[src/rtl/cobs_pkg.sv]
`default_nettype none
// ----------------------------------------------------------------------------
// cobs_pkg
// Shared constants, transaction types and helpers for the COBS record block
// logger: ring geometry, status codes and the queue slot format.
// ----------------------------------------------------------------------------
package cobs_pkg;

  localparam int BLOCK_BYTES = 512;
  localparam int BLOCK_SLOTS = 8;
  localparam int RING_BYTES  = BLOCK_BYTES * BLOCK_SLOTS;
  localparam int OFF_W       = $clog2(BLOCK_BYTES);
  localparam int BLK_W       = $clog2(BLOCK_SLOTS);
  localparam int RING_AW     = $clog2(RING_BYTES);
  localparam int LEN_W       = 12;
  localparam int FREE_W      = $clog2(RING_BYTES + 1);
  localparam int CMP_W       = (FREE_W > LEN_W) ? FREE_W : LEN_W;
  localparam int SEG_MAX     = 254;
  localparam int SEG_AW      = 8;

  localparam logic [7:0] CODE_FULL = 8'hFF;
  localparam logic [7:0] DELIMITER = 8'h00;
  localparam logic       OP_READ   = 1'b1;

  localparam logic [1:0] STAT_OK        = 2'd0;
  localparam logic [1:0] STAT_DROPPED   = 2'd1;
  localparam logic [1:0] STAT_REWRITTEN = 2'd2;
  localparam logic [1:0] STAT_EMPTY     = 2'd3;

  typedef struct packed {
    logic             opcode;
    logic [7:0]       data_byte;
    logic             first_of_record;
    logic             last_of_record;
    logic [LEN_W-1:0] record_length;
  } item_t;

  typedef struct packed {
    logic [7:0] out_byte;
    logic       out_valid;
    logic       block_end;
    logic [1:0] status;
    logic [3:0] ready_count;
  } result_t;

  typedef struct packed {
    logic             is_read;
    logic             is_zero;
    logic [7:0]       data_byte;
    logic             first;
    logic             last;
    logic [LEN_W-1:0] length;
  } cmd_t;

  typedef struct packed {
    logic valid;
    cmd_t cmd;
  } cmd_slot_t;

  function automatic logic [BLK_W-1:0] next_block(input logic [BLK_W-1:0] blk);
    logic [BLK_W-1:0] res;
    if (blk == BLK_W'(BLOCK_SLOTS - 1)) begin
      res = '0;
    end else begin
      res = blk + BLK_W'(1);
    end
    return res;
  endfunction

  function automatic logic [3:0] ready_of(input logic [BLK_W-1:0] full);
    logic [31:0] wide;
    wide = 32'(full);
    return wide[3:0];
  endfunction

endpackage
`default_nettype wire

[src/rtl/cobs_front.sv]
`default_nettype none
// ----------------------------------------------------------------------------
// cobs_front
// Accepts input transactions, classifies them into commands and holds them
// in a two-entry queue for the encoding engine.
// ----------------------------------------------------------------------------
module cobs_front import cobs_pkg::*; (
  input  wire logic      clk,
  input  wire logic      rst,
  input  wire logic      item_valid,
  output logic           item_stall,
  input  wire item_t     item,
  output cmd_slot_t      head,
  input  wire logic      pop
);

  cmd_t       slots [2];
  logic       wr_ptr;
  logic       rd_ptr;
  logic [1:0] count;
  cmd_t       cmd_in;
  logic       push;
  logic       pop_ok;

  always_comb begin
    cmd_in.is_read   = (item.opcode == OP_READ);
    cmd_in.is_zero   = (item.data_byte == 8'd0);
    cmd_in.data_byte = item.data_byte;
    cmd_in.first     = item.first_of_record;
    cmd_in.last      = item.last_of_record;
    cmd_in.length    = item.record_length;
  end

  assign item_stall = (count == 2'd2);
  assign push       = item_valid && !item_stall;
  assign pop_ok     = pop && (count != 2'd0);
  assign head.valid = (count != 2'd0);
  assign head.cmd   = slots[rd_ptr];

  always_ff @(posedge clk) begin
    if (rst) begin
      wr_ptr <= 1'b0;
      rd_ptr <= 1'b0;
      count  <= 2'd0;
    end else begin
      if (push) begin
        wr_ptr <= ~wr_ptr;
      end
      if (pop_ok) begin
        rd_ptr <= ~rd_ptr;
      end
      count <= count + {1'b0, push} - {1'b0, pop_ok};
    end
  end

  always_ff @(posedge clk) begin
    if (push) begin
      slots[wr_ptr] <= cmd_in;
    end
  end

endmodule
`default_nettype wire

[config.mk]
export PLATFORM = sky130hd
export DESIGN_NAME = cobs_front
export DESIGN_NICKNAME = d
export VERILOG_FILES = /design/src/rtl/cobs_pkg.sv /design/src/rtl/cobs_front.sv
export SDC_FILE = /design/constraint.sdc
export NUM_CORES = 1
export LEC_CHECK = 0
export BUFFER_PORTS_ARGS = -buffer_cell sky130_fd_sc_hd__buf_2
export CAP_MARGIN = 20
export CORE_UTILIZATION = 54
export CTS_BUF_LIST = sky130_fd_sc_hd__clkbuf_4 sky130_fd_sc_hd__clkbuf_8
export DETAILED_ROUTE_END_ITERATION = 8
export GPL_TIMING_DRIVEN = 0
export PLACE_DENSITY = 0.89
export SLEW_MARGIN = 10
export SYNTH_ARGS = -nofsm -noshare
export SYNTH_HDL_FRONTEND = slang
export SYNTH_SLANG_ARGS = --single-unit
[constraint.sdc]
create_clock -name clk -period 2.2 [get_ports clk]
set_input_delay 0.11 -clock clk [delete_from_list [all_inputs] [get_ports clk]]
set_output_delay 0.11 -clock clk [all_outputs]
set_load 0.005 [all_outputs]
==> results.json <==
{
  "clock_power_share_pct": 24.8,
  "synth_area_leaders": "edfxtp_1 73%, mux2_1 14%, dfxtp_1 5.0%",
  "slew_violations": 0,
  "critical_path_class": "flop to flop",
  "p_sw_share_pct": 24.96,
  "finClkSkew_ns": 0.009815,
  "cp_max_fo": 24,
  "syn_nets": 133,
  "cts_tree": "yes",
  "min_path_type": "primary input to flop",
  "vias_per_cell": 4.891,
  "grt_pass1_vias": 1154,
  "required_ns": 2.12,
  "htreeDepth": 2,
  "synth_top_area_cell": "edfxtp_1",
  "p_leak_nw": 1.028,
  "cp_slowest_stage_delay_ns": 0.70,
  "fin_ws_ns": 0.2051,
  "gp_congestion": 0.6977,
  "yosys-top-cells-count": "48 x edfxtp_1, 24 x mux2_1, 5 x dfxtp_1",
  "synthDistinctLibCells": 21,
  "dpl_cell_area_sq_um": 2303,
  "numCtsBuffers": 5,
  "setup_viol": 0,
  "grt_overflow": 0,
  "seq_area_sq_um": 1541,
  "wl_microns": 3257,
  "power_mw": 2.545,
  "hpwl_microns": 2143,
  "fin_crit_sh_pct": 90.68,
  "wl_per_cell_microns": 14.22,
  "antenna_found_initial": 0,
  "synthFlopType": "edfxtp_1",
  "grt_pass1_wl_microns": 5202,
  "synth_area_sq_um": 1986,
  "drc_errors": 0,
  "relSlewSlack_pct": 36.75,
  "area_growth_syn_to_layout_pct": 31.38,
  "p_int_mw": 1.910,
  "synth_top_area_share_pct": 72.59,
  "rsz0062_at_grt": "false",
  "worstPathArrival_ns": 1.92,
  "ant_nets": 0,
  "ios": 53,
  "core_sq_um": 3442,
  "avgSynthCellArea_sq_um": 19.09,
  "dr.pass1.iters": 4,
  "clockBufferDepth": 2,
  "insertion_delay_ns": 0.30,
  "power.density_nw_per_um2": 975.6,
  "design_area_sq_um": 2609,
  "num_vias": 1120,
  "io_buffers": 52,
  "rows": 21,
  "tightest_slew_ns": 0.9476,
  "ctsResizeCount": 0,
  "dieArea_sq_um": 3924,
  "ys_ff_latch": 53,
  "synth_most_common_cell": "edfxtp_1",
  "ys_seq_area_share_pct": 77.63,
  "finalCriticalPeriod_ns": 1.995,
  "post_route_cells_drive_above_1_share_pct": 37.16,
  "final_util_pct": 75.79,
  "maxCapViolations": 0,
  "fin_tns_setup_ns": 0,
  "die_w_microns": 62.64,
  "ys_warn_count": 0,
  "p_switching_uw": 635.2,
  "async_reset_ff_share_pct": 0,
  "pre_cts_ws_ns": 0.1922,
  "grt.total_usage_pct": 18.41,
  "cts.root.buffer_cell": "clkbuf_8",
  "seqPwrFrac_pct": 51.0,
  "grt_max_degree": 25,
  "initial_core_util_pct": 57.69,
  "nFillCells": 209,
  "worstPathCellList": "nand2b_2 > inv_2 > or3_1 > inv_1",
  "synth_cells": 104,
  "ir_worst_vdd_mv": 0.8323,
  "nets": 211,
  "critPathSlowestCell": "inv_1",
  "synth_edf_count": 48,
  "cp-end-kind": "flop",
  "cp-start-kind": "flop",
  "initialDrtViolationCount": 41,
  "multiInputGateArea_sq_um": 409.1,
  "max_freq_mhz": 501.3,
  "hold_violations": 0,
  "antenna_cells": 0,
  "status": "finished clean",
  "cts_sinks": 53,
  "power_frac_comb_pct": 24.1,
  "clk_pin_slew_ns": 0.08,
  "die_y_microns": 62.64
}
==> metal layers <==
layer	up-vias	global-route usage (%)	routed length, microns	share of wire [%]
met1	538	21.70	1397	43
li1	545	-	-	-
met4	0	7.849	33	1.0
met5	-	0	0	0
met2	35	31.11	1671	51
met3	2	5.657	154	4.7
==> through the flow <==
stage | instances | hold slack [ns]
detailed placement | 202 | 0.3012
global placement | 202 | 0.2981
finish | 229 | 0.01774
global route | 229 | 0.005742
floorplan | 104 | 0.1791
CTS | 228 | 0.0004379
==> power by group through the flow <==
stage                     sequential [mW]  combinational, mW  clock [mW]
after floorplan                      1.30              0.365           0
after global placement               1.31              0.569           0
after detailed placement             1.32              0.591           0
after CTS                            1.30              0.619       0.651
after global routing                 1.31              0.680       0.680
final                                1.30              0.614       0.632
==> registers in the layout, summed over array words and instances, names as in the netlist, named ones only <==
signal	count
count	2
rd_ptr	1
slots	48
wr_ptr	1
==> logic make-up (layout without fill, tap and decap cells) <==
group                    after synthesis  count (layout)  share of synthesized area [%]
AO/OA/AOI/OAI                          3               3                         0.9448
XOR/XNOR                               3               3                          1.323
adder cells (fa/ha/maj)                2               2                          1.260
buffers and inverters                  7              86                          1.764
flip-flops                            53              53                          77.63
multiplexers                          24              24                          13.61
AND/OR/NAND/NOR                       12              12                          3.466
==> worst paths after layout <==
path	startpoint	cells after the start	to	slack [ns]
worst max register to register	count[0]	4	slots[0][22]	0.21
worst max-delay path	count[0]	4	slots[0][22]	0.21
worst min register to register	wr_ptr	2	wr_ptr	0.50
worst min-delay path	item[5]	1	slots[0][5]	0.02
==> cells in the final DEF, fill, tap and decap left out <==
cell / count
buf_4: 2
clkinvlp_4: 1
dlygate4sd3_1: 19
or2_2: 1
and3_2: 1
clkbuf_8: 5
or4_1: 2
nand2_1: 1
a21oi_1: 1
xnor2_1: 2
bufinv_16: 1
inv_1: 3
xor2_1: 1
mux2_1: 24
dfxtp_1: 5
buf_2: 53
edfxtp_1: 48
nor2_1: 4
nand2b_2: 1
inv_2: 1
o21a_2: 1
nor2b_1: 1
clkinv_4: 1
or3_1: 1
o21ai_0: 1
ha_1: 2
==> timing repair <==
action,4_1_cts,5_1_grt
hold endpoints to repair,36,2
hold buffers,18,1
buffers inserted,0,0
==> layout make-up <==
class / instances / share of cell area, %
Tap cell: 46 / 2.206
Clock buffer: 5 / 2.638
Buffer: 3 / 0.7674
Timing Repair Buffer: 71 / 17.27
Clock inverter: 3 / 1.775
Multi-Input combinational cell: 44 / 15.68
Sequential cell: 53 / 59.09
Inverter: 4 / 0.5755
==> critical path, delay by kind of cell (launching register included) <==
kind,cells,cell delay [ns]
simple gates,2,0.49
flops,1,0.39
buf+inv,2,0.74
Note: power is estimated with default switching activity, not from simulation.
